`config.mk`:
```
export PLATFORM = sky130hd
export DESIGN_NAME = escaped_frame_receiver_crc_check
export DESIGN_NICKNAME = d
export VERILOG_FILES = /design/src/hdl/efr_pkg.sv /design/src/hdl/efr_frame_track.sv /design/src/hdl/escaped_frame_receiver_crc_check.sv
export VERILOG_INCLUDE_DIRS = /design/src /design/src/hdl
export SDC_FILE = /design/constraint.sdc
export NUM_CORES = 1
export LEC_CHECK = 0
export BUFFER_PORTS_ARGS = -buffer_cell sky130_fd_sc_hd__buf_2
export CAP_MARGIN = 15
export CORE_UTILIZATION = 40
export DETAILED_ROUTE_END_ITERATION = 10
export PLACE_DENSITY = 0.67
export SKIP_LAST_GASP = 1
export SYNTH_ARGS = -nofsm -noshare
export SYNTH_HDL_FRONTEND = slang
export SYNTH_SLANG_ARGS = --single-unit
```
`constraint.sdc`:
```
create_clock -name clk -period 10.7 [get_ports clk]
set_input_delay 0.535 -clock clk [delete_from_list [all_inputs] [get_ports clk]]
set_output_delay 0.535 -clock clk [all_outputs]
set_load 0.02 [all_outputs]
```
`src/hdl/escaped_frame_receiver_crc_check_assert.svh`:
```
// Assertion macros shared by the deframer RTL.
`ifndef ESCAPED_FRAME_RECEIVER_CRC_CHECK_ASSERT_SVH
`define ESCAPED_FRAME_RECEIVER_CRC_CHECK_ASSERT_SVH

// Same-cycle implication, disabled during reset.
`define EFR_ASSERT_NOW(label, clk, rst, ante, cons, msg) \
  label: assert property (@(posedge clk) disable iff (rst) (ante) |-> (cons)) \
    else $error(msg);

// Next-cycle implication, disabled during reset.
`define EFR_ASSERT_NEXT(label, clk, rst, ante, cons, msg) \
  label: assert property (@(posedge clk) disable iff (rst) (ante) |=> (cons)) \
    else $error(msg);

`endif

```
`src/hdl/efr_pkg.sv`:
```
package efr_pkg;

  localparam int BUFFER_BYTES_DEFAULT = 30;
  localparam int HEADER_DEPTH = 7;
  localparam int HEADER_SIZE  = 6;
  localparam int PAYLOAD_W    = 5;

  localparam logic [7:0]  ESCAPE_BYTE = 8'd27;
  localparam logic [15:0] CRC_INIT    = 16'hFFFF;
  localparam logic [15:0] CRC_POLY    = 16'h8408;

  // Register indexes on the configuration port
  localparam int CFG_INDEX_W = 2;
  localparam logic [CFG_INDEX_W-1:0] CFG_HOST_ADDRESS    = 2'd0;
  localparam logic [CFG_INDEX_W-1:0] CFG_START_CODE      = 2'd1;
  localparam logic [CFG_INDEX_W-1:0] CFG_END_CODE        = 2'd2;
  localparam logic [CFG_INDEX_W-1:0] CFG_ESC_ESCAPE_CODE = 2'd3;

  localparam logic [15:0] HOST_ADDRESS_RESET = 16'd0;
  localparam logic [7:0]  START_CODE_RESET   = 8'd2;
  localparam logic [7:0]  END_CODE_RESET     = 8'd3;
  localparam logic [7:0]  ESC_ESCAPE_RESET   = 8'd27;

  typedef struct packed {
    logic [7:0] start_code;
    logic [7:0] end_code;
    logic [7:0] escaped_escape_code;
  } codes_t;

  // Frame state as seen by the verdict logic
  typedef struct packed {
    logic [15:0]                        crc;
    logic                               long_enough;
    logic [PAYLOAD_W-1:0]               payload_count;
    logic                               has_command;
    logic [HEADER_DEPTH-1:0][7:0]       header;
  } frame_status_t;

  // Reflected CRC-16-CCITT, one byte
  function automatic logic [15:0] crc_step(input logic [15:0] crc_in,
                                           input logic [7:0]  data);
    logic [15:0] c;
    c = crc_in ^ {8'd0, data};
    for (int k = 0; k < 8; k++) begin
      if (c[0]) begin
        c = (c >> 1) ^ CRC_POLY;
      end else begin
        c = c >> 1;
      end
    end
    return c;
  endfunction

endpackage

```
`src/hdl/efr_frame_track.sv`:
```
// Escape decoding, byte count, running CRC and header capture.
module efr_frame_track import efr_pkg::*; #(
  parameter int BUFFER_BYTES = BUFFER_BYTES_DEFAULT
) (
  input  logic          clk,
  input  logic          rst,
  input  logic          byte_valid,
  input  logic [7:0]    rx_byte,
  input  codes_t        codes,
  output logic          end_hit,
  output frame_status_t status
);

  localparam int CW = $clog2(BUFFER_BYTES);

  logic          escape_pending;
  logic [CW-1:0] byte_count;
  logic [15:0]   running_crc;
  logic [HEADER_DEPTH-1:0][7:0] header_bytes;

  logic          is_start, is_end, is_esc_esc;
  logic          store;
  logic [7:0]    store_data;
  logic          restart;
  logic [CW:0]   count_inc;
  logic [CW:0]   payload_full;

  assign is_start   = escape_pending && (rx_byte == codes.start_code);
  assign is_end     = escape_pending && !is_start && (rx_byte == codes.end_code);
  assign is_esc_esc = escape_pending && !is_start && !is_end &&
                      (rx_byte == codes.escaped_escape_code);

  assign end_hit    = byte_valid && is_end;
  assign restart    = byte_valid && is_start;
  assign store      = byte_valid && (is_esc_esc || (!escape_pending && rx_byte != ESCAPE_BYTE));
  assign store_data = escape_pending ? ESCAPE_BYTE : rx_byte;
  assign count_inc  = {1'b0, byte_count} + (CW+1)'(1);

  always_ff @(posedge clk) begin
    if (rst) begin
      escape_pending <= 1'b0;
      byte_count     <= '0;
      running_crc    <= CRC_INIT;
    end else if (byte_valid) begin
      escape_pending <= !escape_pending && (rx_byte == ESCAPE_BYTE);
      if (restart) begin
        byte_count  <= '0;
        running_crc <= CRC_INIT;
      end else if (store) begin
        if (count_inc == (CW+1)'(BUFFER_BYTES)) begin
          byte_count  <= '0;
          running_crc <= CRC_INIT;
        end else begin
          byte_count  <= count_inc[CW-1:0];
          running_crc <= crc_step(running_crc, store_data);
        end
      end
    end
  end

  // Header is part of the frame state; it survives frame boundaries
  always_ff @(posedge clk) begin
    if (rst) begin
      header_bytes <= '0;
    end else begin
      for (int i = 0; i < HEADER_DEPTH; i++) begin
        if (store && byte_count == CW'(i)) begin
          header_bytes[i] <= store_data;
        end
      end
    end
  end

  // One spare bit so the payload field fits even for the smallest buffer
  assign payload_full = {1'b0, byte_count} - (CW+1)'(2);

  always_comb begin
    status.crc           = running_crc;
    status.long_enough   = byte_count >= CW'(3);
    status.payload_count = payload_full[PAYLOAD_W-1:0];
    status.has_command   = payload_full != (CW+1)'(HEADER_SIZE);
    status.header        = header_bytes;
  end

endmodule

```
`src/hdl/escaped_frame_receiver_crc_check.sv`:
```
// Channel  | Dir | Fields (low bit first)
// s_axis   | in  | tdata[7:0] rx_byte
// m_axis   | out | tdata: frame_good, addressed_here, ack_flag, frame_number[8],
//          |     |   sender_address[16], new_frame, payload_count[5],
//          |     |   command_byte[8], has_command, 6 zero bits
// cfg      | in  | cfg_we / cfg_index / cfg_data, no read-back
//
// One received byte per cycle while s_axis_tready is high; the escape decoder,
// CRC byte update and verdict are combinational between the frame state and the
// output register. A verdict appears on m_axis in the cycle after its end code.
// Only the end code after an escape produces an item.
// s_axis_tready drops only while a verdict sits unread in the output register.
// Reset (rst, synchronous) restores reset codes, CRC 0xFFFF, count and header 0.
module escaped_frame_receiver_crc_check import efr_pkg::*; #(
  parameter int BUFFER_BYTES = BUFFER_BYTES_DEFAULT
) (
  input  logic                   clk,
  input  logic                   rst,
  // Received bytes
  input  logic                   s_axis_tvalid,
  output logic                   s_axis_tready,
  input  logic [7:0]             s_axis_tdata,   // [7:0] rx_byte
  // Frame verdicts
  output logic                   m_axis_tvalid,
  input  logic                   m_axis_tready,
  output logic [47:0]            m_axis_tdata,   // [0] frame_good, [1] addressed_here,
                                                 // [2] ack_flag, [10:3] frame_number,
                                                 // [26:11] sender_address, [27] new_frame,
                                                 // [32:28] payload_count,
                                                 // [40:33] command_byte, [41] has_command
  // Configuration writes
  input  logic                   cfg_we,
  input  logic [CFG_INDEX_W-1:0] cfg_index,
  input  logic [15:0]            cfg_data
);

  // Configuration registers
  logic [15:0] host_address;
  codes_t      codes;

  always_ff @(posedge clk) begin
    if (rst) begin
      host_address              <= HOST_ADDRESS_RESET;
      codes.start_code          <= START_CODE_RESET;
      codes.end_code            <= END_CODE_RESET;
      codes.escaped_escape_code <= ESC_ESCAPE_RESET;
    end else if (cfg_we) begin
      case (cfg_index)
        CFG_HOST_ADDRESS:    host_address              <= cfg_data;
        CFG_START_CODE:      codes.start_code          <= cfg_data[7:0];
        CFG_END_CODE:        codes.end_code            <= cfg_data[7:0];
        CFG_ESC_ESCAPE_CODE: codes.escaped_escape_code <= cfg_data[7:0];
        default: ;
      endcase
    end
  end

  logic          in_accept;
  logic          end_hit;
  frame_status_t status;

  // Output register frees up in the same cycle its item is taken
  assign s_axis_tready = !m_axis_tvalid || m_axis_tready;
  assign in_accept     = s_axis_tvalid && s_axis_tready;

  efr_frame_track #(
    .BUFFER_BYTES(BUFFER_BYTES)
  ) u_track (
    .clk       (clk),
    .rst       (rst),
    .byte_valid(in_accept),
    .rx_byte   (s_axis_tdata[7:0]),
    .codes     (codes),
    .end_hit   (end_hit),
    .status    (status)
  );

  // Verdict from the frame state as it stands at the end code
  logic        good, here, fresh;
  logic [15:0] dest, src;
  logic [7:0]  frame_id;
  logic [7:0]  last_frame_number;
  logic [47:0] verdict;

  assign dest     = {status.header[1], status.header[0]};
  assign src      = {status.header[3], status.header[2]};
  assign frame_id = status.header[4];
  assign good     = status.long_enough && (status.crc == 16'd0);
  assign here     = good && (dest == host_address);
  assign fresh    = here && (frame_id != last_frame_number);

  always_comb begin
    verdict = '0;
    if (good) begin
      verdict = {6'd0,
                 status.has_command,
                 status.header[6],
                 status.payload_count,
                 fresh,
                 src,
                 frame_id,
                 status.header[5] != 8'd0,
                 here,
                 1'b1};
    end
  end

  always_ff @(posedge clk) begin
    if (rst) begin
      last_frame_number <= 8'd0;
    end else if (end_hit && fresh) begin
      last_frame_number <= frame_id;
    end
  end

  // Output register
  always_ff @(posedge clk) begin
    if (rst) begin
      m_axis_tvalid <= 1'b0;
    end else if (end_hit) begin
      m_axis_tvalid <= 1'b1;
    end else if (m_axis_tready) begin
      m_axis_tvalid <= 1'b0;
    end
  end

  always_ff @(posedge clk) begin
    if (end_hit) begin
      m_axis_tdata <= verdict;
    end
  end

`include "escaped_frame_receiver_crc_check_assert.svh"

  `EFR_ASSERT_NOW(a_bad_frame_zero, clk, rst,
    m_axis_tvalid && !m_axis_tdata[0], m_axis_tdata[47:1] == 47'd0,
    "bad frame verdict carries nonzero fields")

  `EFR_ASSERT_NOW(a_new_implies_here, clk, rst,
    m_axis_tvalid && m_axis_tdata[27], m_axis_tdata[1] && m_axis_tdata[0],
    "new frame flagged on a frame not addressed here")

  `EFR_ASSERT_NEXT(a_last_id_tracks, clk, rst,
    end_hit && fresh, last_frame_number == m_axis_tdata[10:3],
    "last frame id not updated from a new frame")

  `EFR_ASSERT_NOW(a_has_command, clk, rst,
    m_axis_tvalid && m_axis_tdata[0],
    m_axis_tdata[41] == (m_axis_tdata[32:28] != 5'(HEADER_SIZE)) ||
    BUFFER_BYTES > 32,
    "has_command disagrees with payload count")

endmodule

```
---- Word level (Yosys, flattened, before mapping) ----
Cells that the tools add are included.
word-level totals
  bits in registers ....................... 175
  input bits .............................. 31
  output and inout port bits .............. 50
  word-level logic and storage cells ...... 140
cells by class
  add/subtract/negate cells ............... 2
  order comparisons ....................... 1
  equality and inequality tests ........... 18
  multiplexer cells ....................... 53
  bitwise gates (word level) .............. 9
  reduce and logical (&&, ||, !) cells .... 39
operator list
  cell                   number
  $mux W16               46
  $eq A8 B8 Y1           3
  $not A2 Y3             8
  $logic_and A1 B1 Y1    22
  $eq A16 B16 Y1         1
  $logic_not A16 Y1      1
  $xor A16 B8 Y16        1
  $eq A5 B3 Y1 const B   3
  $mux W5                3
  $eq A5 B2 Y1 const B   2
  $reduce_and A2 Y1      5
  $eq A8 B5 Y1 const B   1
  $mux W8                1
  $ne A8 B5 Y1 const B   1
  $ne A8 B8 Y1           1
  $reduce_bool A8 Y1     1
  $add A5 B1 Y6 const B  1
  $eq A6 B5 Y1 const B   1
  $ne A6 B3 Y1 const B   1
  $sub A5 B2 Y6 const B  1
  $eq A5 B1 Y1 const B   1
  $ge A5 B2 Y1 const B   1
  $logic_not A5 Y1       1
  $eq A2 B2 Y1 const B   2
  6 further kinds        13

---- Longest topological paths before layout ----
Gate-level depths: netlist of run 1.
  word-level depth ........................ 61
  depth in mapped cells ................... 11

---- Modules after synthesis ----
A second synthesis of run 1 with hierarchy kept.
unflattened totals
  cell total of the unflattened synthesis .. 785
  area total of the unflattened synthesis .. 7709.9 um^2
modules (own cells, without submodules)
  module                            times used  cells an instance  area an instance (um^2)  sequential area each (um^2)
  efr_frame_track                   1           425                3972.6                   1561.5
  escaped_frame_receiver_crc_check  1           360                3737.3                   2242.2

---- Worst setup path before layout of run 1 ----
OpenSTA, ideal clock, no wires.
  kind .................................... in2reg
  start ................................... in s_axis_tdata[3]
  end ..................................... reg last_frame_number[3]
  setup time .............................. 128 ps
  arrival ................................. 4725 ps
  required time ........................... 10572 ps
  slack ................................... 5847 ps
  cell stages on the path ................. 8
  buffers on the path ..................... 2
  cells stage by stage .................... buf_2 -> xnor2_1 -> nand4_1 -> a2111oi_2 -> nand4_2 -> buf_6 -> mux2i_1 -> nor2_1
on the way
  word-level cells in the longest chain between the ends .. 7
  elaborated cells on any way between the ends .. 8
  classes of those cells .................. eq/ne (2); reduce/logical (6)
ends and longest elaborated chain
  item                   RTL line                                 RTL
  start, declared        escaped_frame_receiver_crc_check.sv:22   input logic [7:0] s_axis_tdata,
  $eq A8 B8 Y1           efr_frame_track.sv:28                    assign is_start = escape_pending && (rx_byte == codes.start_code);
  $logic_and A1 B1 Y1    efr_frame_track.sv:28
  $logic_not A1 Y1       efr_frame_track.sv:29                    assign is_end = escape_pending && !is_start && (rx_byte == codes.end_code);
  $logic_and A1 B1 Y1    efr_frame_track.sv:29
  $logic_and A1 B1 Y1 *  efr_frame_track.sv:29
  $logic_and A1 B1 Y1 *  efr_frame_track.sv:33                    assign end_hit = byte_valid && is_end;
  net end_hit            escaped_frame_receiver_crc_check.sv:59   logic end_hit;
  $logic_and A1 B1 Y1 *  escaped_frame_receiver_crc_check.sv:111  end else if (end_hit && fresh) begin
  end signal, assigned   escaped_frame_receiver_crc_check.sv:112  last_frame_number <= frame_id;
  end, declared          escaped_frame_receiver_crc_check.sv:82   logic [7:0] last_frame_number;
The timed path passes the listed nets; every way through them passes the cells marked *.
A chain may end at the register's enable or synchronous reset.

---- Worst setup path in the final report of run 1 ----
  start ................................... reg u_track.escape_pending
  end ..................................... reg u_track.header_bytes, in the netlist u_track.status[33]
on the way
  word-level cells in the longest chain between the ends .. 10
  elaborated cells on any way between the ends .. 13
  classes of those cells .................. mux (1); reduce/logical (12)
ends and longest elaborated chain
  item                               RTL line                                      RTL
  start, declared                    efr_frame_track.sv:16                         logic escape_pending;
  start signal, assigned             efr_frame_track.sv:45                         escape_pending <= !escape_pending && (rx_byte == ESCAPE_BYTE);
  $logic_and A1 B1 Y1                efr_frame_track.sv:28
  $logic_not A1 Y1                   efr_frame_track.sv:29, efr_frame_track.sv:30
  $logic_and A1 B1 Y1                efr_frame_track.sv:29, efr_frame_track.sv:30
  $logic_and A1 B1 Y1                efr_frame_track.sv:29
  $logic_not A1 Y1                   efr_frame_track.sv:30                         assign is_esc_esc = escape_pending && !is_start && !is_end &&
  $logic_and A1 B1 Y1 (2 in series)  efr_frame_track.sv:30
  $logic_or A1 B1 Y1                 efr_frame_track.sv:35                         assign store = byte_valid && (is_esc_esc || (!escape_pending && rx_byte != ESCAPE_BYTE));
  $logic_and A1 B1 Y1                efr_frame_track.sv:35
  $logic_and A1 B1 Y1                efr_frame_track.sv:67                         if (store && byte_count == CW'(i)) begin
  end signal, assigned by index      efr_frame_track.sv:68                         header_bytes[i] <= store_data;
  end, declared                      efr_frame_track.sv:19                         logic [HEADER_DEPTH-1:0][7:0] header_bytes;
Parallel ways exist; a longest one is shown, timed or not.

==> results of run 1 <==
## cell usage in the layout, fill, tap and decap left out, types with 12 or more instances in the layout
master	instances
a211oi_1	25
a21oi_1	58
a31oi_1	19
and2_1	39
buf_2	73
clkbuf_16	17
dfxtp_1	127
edfxtp_1	42
mux2i_1	32
nand2_1	90
nand2b_1	32
nand3b_1	12
nor2_1	22
nor3_1	25
xnor2_1	38
xor2_1	38
## worst reg2reg max path, stage by stage, from the launching register on
cell	delay (ns)
dfxtp_1	0.61
nand3_1	0.29
a21o_1	0.26
o21ai_4	0.70
nand4_4	0.30
mux2_1	0.38
## metal layers
| metal | up-vias | part of all wire | GRT usage |
|---|---|---|---|
| met5 | - | 0 | 0 |
| met4 | 0 | 0.016 | 0.0719 |
| met3 | 19 | 0.036 | 0.0306 |
| met2 | 107 | 0.46 | 0.279 |
| met1 | 2511 | 0.49 | 0.232 |
| li1 | 2710 | - | - |
## sequential cells by signal, summed over array words and instances, names as in the netlist
signal,cells
codes,24
host_address,16
last_frame_number,8
m_axis_tdata,42
m_axis_tvalid,1
u_track.byte_count,5
u_track.escape_pending,1
u_track.running_crc,16
u_track.status,56
## power by group through the flow
stage	combinational [µW]	sequential, µW	clock (µW)
after floorplan	94.8	694	0
final	121	685	607
after CTS	122	685	619
after global placement	119	699	0
after detailed placement	121	699	0
after global routing	134	687	643
## logic make-up (layout without fill, tap and decap cells)
logic type | Yosys count | count (layout) | share of synthesized area
buffers and inverters | 60 | 118 | 0.0399
muxes | 36 | 36 | 0.0485
xor gates and xnor gates | 76 | 76 | 0.0883
AOI/OAI and AO/OA | 122 | 122 | 0.0998
other | 1 | 6 | 0.000498
adders and majority gates | 8 | 8 | 0.0133
DFF | 169 | 169 | 0.505
and+or+nand+nor | 283 | 283 | 0.205
## worst max-delay path by stage
stage / startpoint / to / cells after the start / slack [ns]
floorplan: s_axis_tdata[3] / last_frame_number[3] / 8 / 5.85
global placement: s_axis_tdata[5] / u_track.status[33] / 7 / 7.85
detailed placement: s_axis_tdata[4] / last_frame_number[3] / 8 / 7.77
CTS: u_track.escape_pending / last_frame_number[1] / 6 / 8.04
global route: u_track.escape_pending / last_frame_number[5] / 6 / 7.82
finish: u_track.escape_pending / u_track.status[33] / 5 / 8.05
## per-stage QoR
step | area, µm² | hold slack (ns) | util | total power [µW] | instances
6_report | 8570 | 0.348 | 0.471 | 1410 | 1047
3_5_place_dp | 8000 | 0.460 | 0.439 | 820 | 1015
5_1_grt | 8570 | 0.345 | 0.471 | 1460 | 1047
3_3_place_gp | 8000 | 0.453 | 0.439 | 818 | 1015
2_1_floorplan | 7550 | 0.444 | - | 789 | 760
4_1_cts | 8570 | 0.331 | 0.471 | 1430 | 1047
## layout make-up
class,count,area (µm²)
tap,229,287
fill,1703,9640
timing repair buffer,81,425
multi-input combinational,531,3460
sequential,169,3800
clock buffer,20,437
inverter,5,18.8
clock inverter,12,139
==> impl_metrics.csv, run 1 <==
group,metric,value,unit
sta,setup_violations,0,
power_and_ir_drop,p_sw,349,µW
yosys,ys_warn_count,0,
cts,clockBufferDepth,2,
setup_path,end_kind,"flop",
yosys,ys_ff_latch,169,
setup_path,arrival,2.96,ns
cts,post_cts_resized,0,
cts,cts_tree,"built",
global_routing,grt_util_all_layers,0.174,
yosys,ys_async_sr_fraction,0,
global_routing,antenna_found_initial,0,
global_routing,grt_max_degree,69,
yosys,synth_cell_types,54,
routing,first_iter_violations,305,
yosys,synthTopCellsByCount,"127 x dfxtp_1, 90 x nand2_1, 58 x a21oi_1",
layout,syn2layout_area_growth,13.8,%
sta,fmax,0.378,GHz
cts,cts_buffers,17,
floorplan,fp-row-count,49,
yosys,synth_enable_flop_cells,42,
yosys,ys_seq_area_frac,0.505,
setup_path,cp.buffers_inverters,0,
setup_path,rr_worst_depth,5,
sta,drv_slew,0,
status,outcome,"complete, but fails checks",
cts,cts_setup_buffers,0,
cts,clkTransAtPathRegs,0.07,ns
yosys,synthTopCellsByArea,"dfxtp_1 34%, edfxtp_1 17%, nand2_1 4.5%, xnor2_1 4.4%, xor2_1 4.4%",
sta,hold_violations,0,
power_and_ir_drop,worst_ir_drop_vdd,0.116,mV
routing,wl_per_cell,15.4,µm
layout,drive_above_1_share,0.159,
setup_path,cp.required,11.02,ns
power_and_ir_drop,pwr-share-seq,0.485,
sta,period_needed,2.65,ns
routing,ant_nets,0,
cts,cts_sinks,169,
setup_path,worstSetupPathType,"reg2reg",
worst_hold_path,hold_depth,3,
yosys,syn_inst,755,
status,violations,"design-rule violations",
placement,gp_congestion,0.778,
routing,wl,16100,µm
yosys,synth.most_common_cell,"dfxtp_1",
setup_path,critical_path.startpoint_type,"flop",
power_and_ir_drop,intPower,1060,µW
setup_path,worstPathCellList,"nand3_1 -> a21o_1 -> o21ai_4 -> nand4_4 -> mux2_1",
cts,clock_latency,0.43,ns
sta,timing.setup.tns,0,ns
yosys,netlist_area,7530,µm²
cts,cts_hold_buf,0,
worst_hold_path,hp-start,"cfg_data[8]",
power_and_ir_drop,clkPwrFrac,0.430,
flow_run,max_cap_violations,0,
placement,port_buffers,74,
layout,antenna-diode-count,0,
cts,root_buffer,"clkbuf_16",
layout,fin_nets,844,
sta,tightestPinTransition,0.970,ns
setup_path,critical-path-max-stage-delay,0.70,ns
placement,place_ws,7.77,ns
cts,cts_max_level,4,
setup_path,cpMaxStageDelayCell,"o21ai_4",
power_and_ir_drop,power_leakage,0.00335,µW
setup_path,rrSetupSlack,8.05,ns
power_and_ir_drop,comb_power_share,0.086,
floorplan,start_util,0.414,
routing,vias,5347,
sta,slew_headroom,0.351,
floorplan,coreArea,18200,µm²
yosys,syn_avg_cell_area,9.98,µm²
sta,finalCritPeriodShare,0.247,
floorplan,dieArea,19400,µm²
routing,drcViolationCount,3,
routing,drtPass1Iterations,9,
power_and_ir_drop,sw_frac_of_total,0.247,
floorplan,die_x,139,µm
global_routing,grt_pass1_wl,26500,µm
worst_hold_path,min_to,"host_address[8]",
sta,rsz0062_at_grt,"false",
floorplan,io_pins,81,
yosys,synthFlopType,"dfxtp_1",
global_routing,grt_pass1_vias,5133,
yosys,synth_top_area_share,0.337,
yosys,yosys.area.top_type,"dfxtp_1",
setup_path,r2r-end,"u_track.status[33]",
routing,vias_per_cell,5.11,
placement,dp_hpwl,10700,µm
floorplan,fp.dieH,139,µm
power_and_ir_drop,power_density,165,nW/µm²
setup_path,r2r-start,"u_track.escape_pending",
sta,fin_skew,0.0116,ns
worst_hold_path,hold_path_class,"in2reg",
setup_path,path_delay_family,"compound AO/OA/AOI/OAI gates",
setup_path,crit_fanout,36,
global_routing,grt-ovfl-total,0,
sta,fin_ws,8.05,ns
(Power assumes the default switching activity.)
==> inputs of run 2 (changes only) <==
Settings changed: PLACE_DENSITY 0.67 to 0.69.
Clock period 10.7 ns to 2.24 ns, I/O delays scaled along.
==> run 2 against run 1 <==
  * The flow still finishes with violations (design-rule violations)
  * Non-clock buffer count is 43 higher
  * Flip-flop and latch count stayed put
  * Design area is 5.1% higher
  * Global-route usage is 0.33 points higher
  * Critical endpoint is now m_axis_tdata[41]
  * Largest cell class unchanged
==> impl_metrics.csv, run 2 (synthesis gave the netlist of run 1 again) <==
group,metric,value,unit
setup_path,cp.buffers_inverters,1,
floorplan,fp.dieH,139,µm
sta,finalCritPeriodShare,0.946,
power_and_ir_drop,pwr-share-seq,0.474,
layout,fin_nets,887,
placement,dp_hpwl,11500,µm
layout,final_util,0.495,
setup_path,cp.required,2.32,ns
cts,clockBufferDepth,2,
floorplan,start_util,0.414,
setup_path,worstPathCellList,"xnor2_1 -> nand4_1 -> a2111oi_4 -> buf_4",
routing,ant_nets,0,
setup_path,r2r-start,"codes[10]",
setup_path,rrSetupSlack,0.12,ns
cts,clkTransAtPathRegs,0.07,ns
cts,cts_buffers,17,
status,violations,"design-rule violations",
sta,slew_headroom,0.648,
power_and_ir_drop,sw_frac_of_total,0.246,
sta,fin_ws,0.122,ns
routing,drcViolationCount,11,
worst_hold_path,min_to,"m_axis_tvalid",
layout,antenna-diode-count,0,
placement,port_buffers,74,
global_routing,antenna_found_initial,0,
power_and_ir_drop,finalPower,6890,µW
sta,timing.setup.tns,0,ns
sta,drv_slew,0,
cts,root_buffer,"clkbuf_16",
power_and_ir_drop,clkPwrFrac,0.434,
sta,rsz0062_at_grt,"false",
setup_path,worstSetupPathType,"reg2reg",
setup_path,arrival,2.20,ns
routing,vias,5549,
layout,final_cell_mix,"123 x dfxtp_1, 90 x nand2_1, 73 x buf_2, 58 x a21oi_1, 42 x edfxtp_1",
placement,gp_congestion,0.819,
sta,whs,0.0357,ns
cts,cts_tree,"built",
setup_path,crit_cells,4,
status,outcome,"complete, but fails checks",
routing,first_iter_violations,261,
routing,vias_per_cell,5.09,
setup_path,path_delay_family,"compound AO/OA/AOI/OAI gates",
global_routing,grt_max_degree,38,
floorplan,io_pins,81,
sta,fin_skew,0.0181,ns
power_and_ir_drop,worst_ir_drop_vdd,0.580,mV
flow_run,max_cap_violations,0,
setup_path,critical-path-max-stage-delay,0.55,ns
layout,drive_above_1_share,0.193,
setup_path,rr_worst_depth,4,
routing,wl_per_cell,15.0,µm
floorplan,dieArea,19400,µm²
worst_hold_path,hp-start,"m_axis_tready",
setup_path,cpMaxStageDelayCell,"a2111oi_4",
floorplan,coreArea,18200,µm²
sta,tightestPinTransition,0.526,ns
floorplan,die_x,139,µm
global_routing,grt_util_all_layers,0.177,
setup_path,end_kind,"flop",
power_and_ir_drop,p_sw,1700,µW
global_routing,grt_pass1_vias,5302,
cts,cts_max_level,4,
placement,place_ws,0.0517,ns
power_and_ir_drop,power_leakage,0.00361,µW
setup_path,crit_fanout,31,
layout,final_common_cell,"dfxtp_1",
power_and_ir_drop,comb_power_share,0.092,
cts,clock_latency,0.44,ns
routing,wl,16400,µm
floorplan,fp-row-count,49,
layout,syn2layout_area_growth,19.5,%
worst_hold_path,hold_path_class,"in2reg",
layout,largest_register_ffs,56,
sta,setup_violations,0,
global_routing,grt-ovfl-total,0,
setup_path,critical_path.startpoint_type,"flop",
sta,hold_violations,0,
routing,drtPass1Iterations,8,
sta,period_needed,2.12,ns
power_and_ir_drop,power_density,766,nW/µm²
worst_hold_path,hold_depth,3,
global_routing,grt_pass1_wl,27000,µm
power_and_ir_drop,intPower,5200,µW
sta,fmax,0.472,GHz
cts,cts_sinks,169,
setup_path,r2r-end,"m_axis_tdata[41]",
run 2: cell count changes in the layout (fill, tap and decap cells not counted), moves of 2 or more:
cell,before,now
buf_4,8,34
clkbuf_8,0,2
clkinvlp_4,3,0
dfxtp_1,127,123
dfxtp_2,0,4
dlygate4sd3_1,0,16
run 2: stage by stage:
step | cells | area, µm²
global placement | 1041 | 8220
finish | 1090 | 9010
floorplan | 760 | 7580
global route | 1090 | 9010
detailed placement | 1041 | 8220
CTS | 1089 | 8980
run 2: power by group through the flow:
stage / combinational [µW] / sequential, µW / clock (µW)
after global routing: 698 / 3280 / 3170
after CTS: 633 / 3270 / 3030
after floorplan: 455 / 3320 / 0
final: 635 / 3270 / 2990
after detailed placement: 609 / 3340 / 0
after global placement: 603 / 3330 / 0
run 2: layout make-up:
cell class,count,area [µm²]
clock buffer,21,460
clock inverter,11,138
fill,1705,9200
inverter,5,18.8
multi-input combinational,531,3490
sequential,169,3810
tap,229,287
timing repair buffer,124,801
run 2: per-layer routing:
layer  global-route usage  wire (µm)
met1                0.231       7700
met2                0.287       7700
met3               0.0399        704
met4               0.0678        262
met5                    0          0
run 2: repair_timing:
item                       4_1_cts  5_1_grt
setup endpoints to repair        0       13
hold buffers                    16        0
buffers inserted                 0        1
hold endpoints to repair        39        0
gates resized for setup          0        3
run 2: worst max path at each step:
| stage | slack (ns) | start | endpoint |
|---|---|---|---|
| after CTS | 0.04 | codes[22] | u_track.status[48] |
| after global routing | 0.04 | codes[10] | m_axis_tdata[28] |
| after global placement | 0.14 | s_axis_tdata[2] | m_axis_tdata[28] |
| after floorplan | -0.96 | codes[15] | last_frame_number[3] |
| after detailed placement | 0.05 | codes[22] | u_track.status[48] |
| final | 0.12 | codes[10] | m_axis_tdata[41] |
run 2: worst reg2reg max path: stages, from the launching register on:
cell and delay, ns:
dfxtp_2 0.32, xnor2_1 0.17, nand4_1 0.20, a2111oi_4 0.55
buf_4 0.49
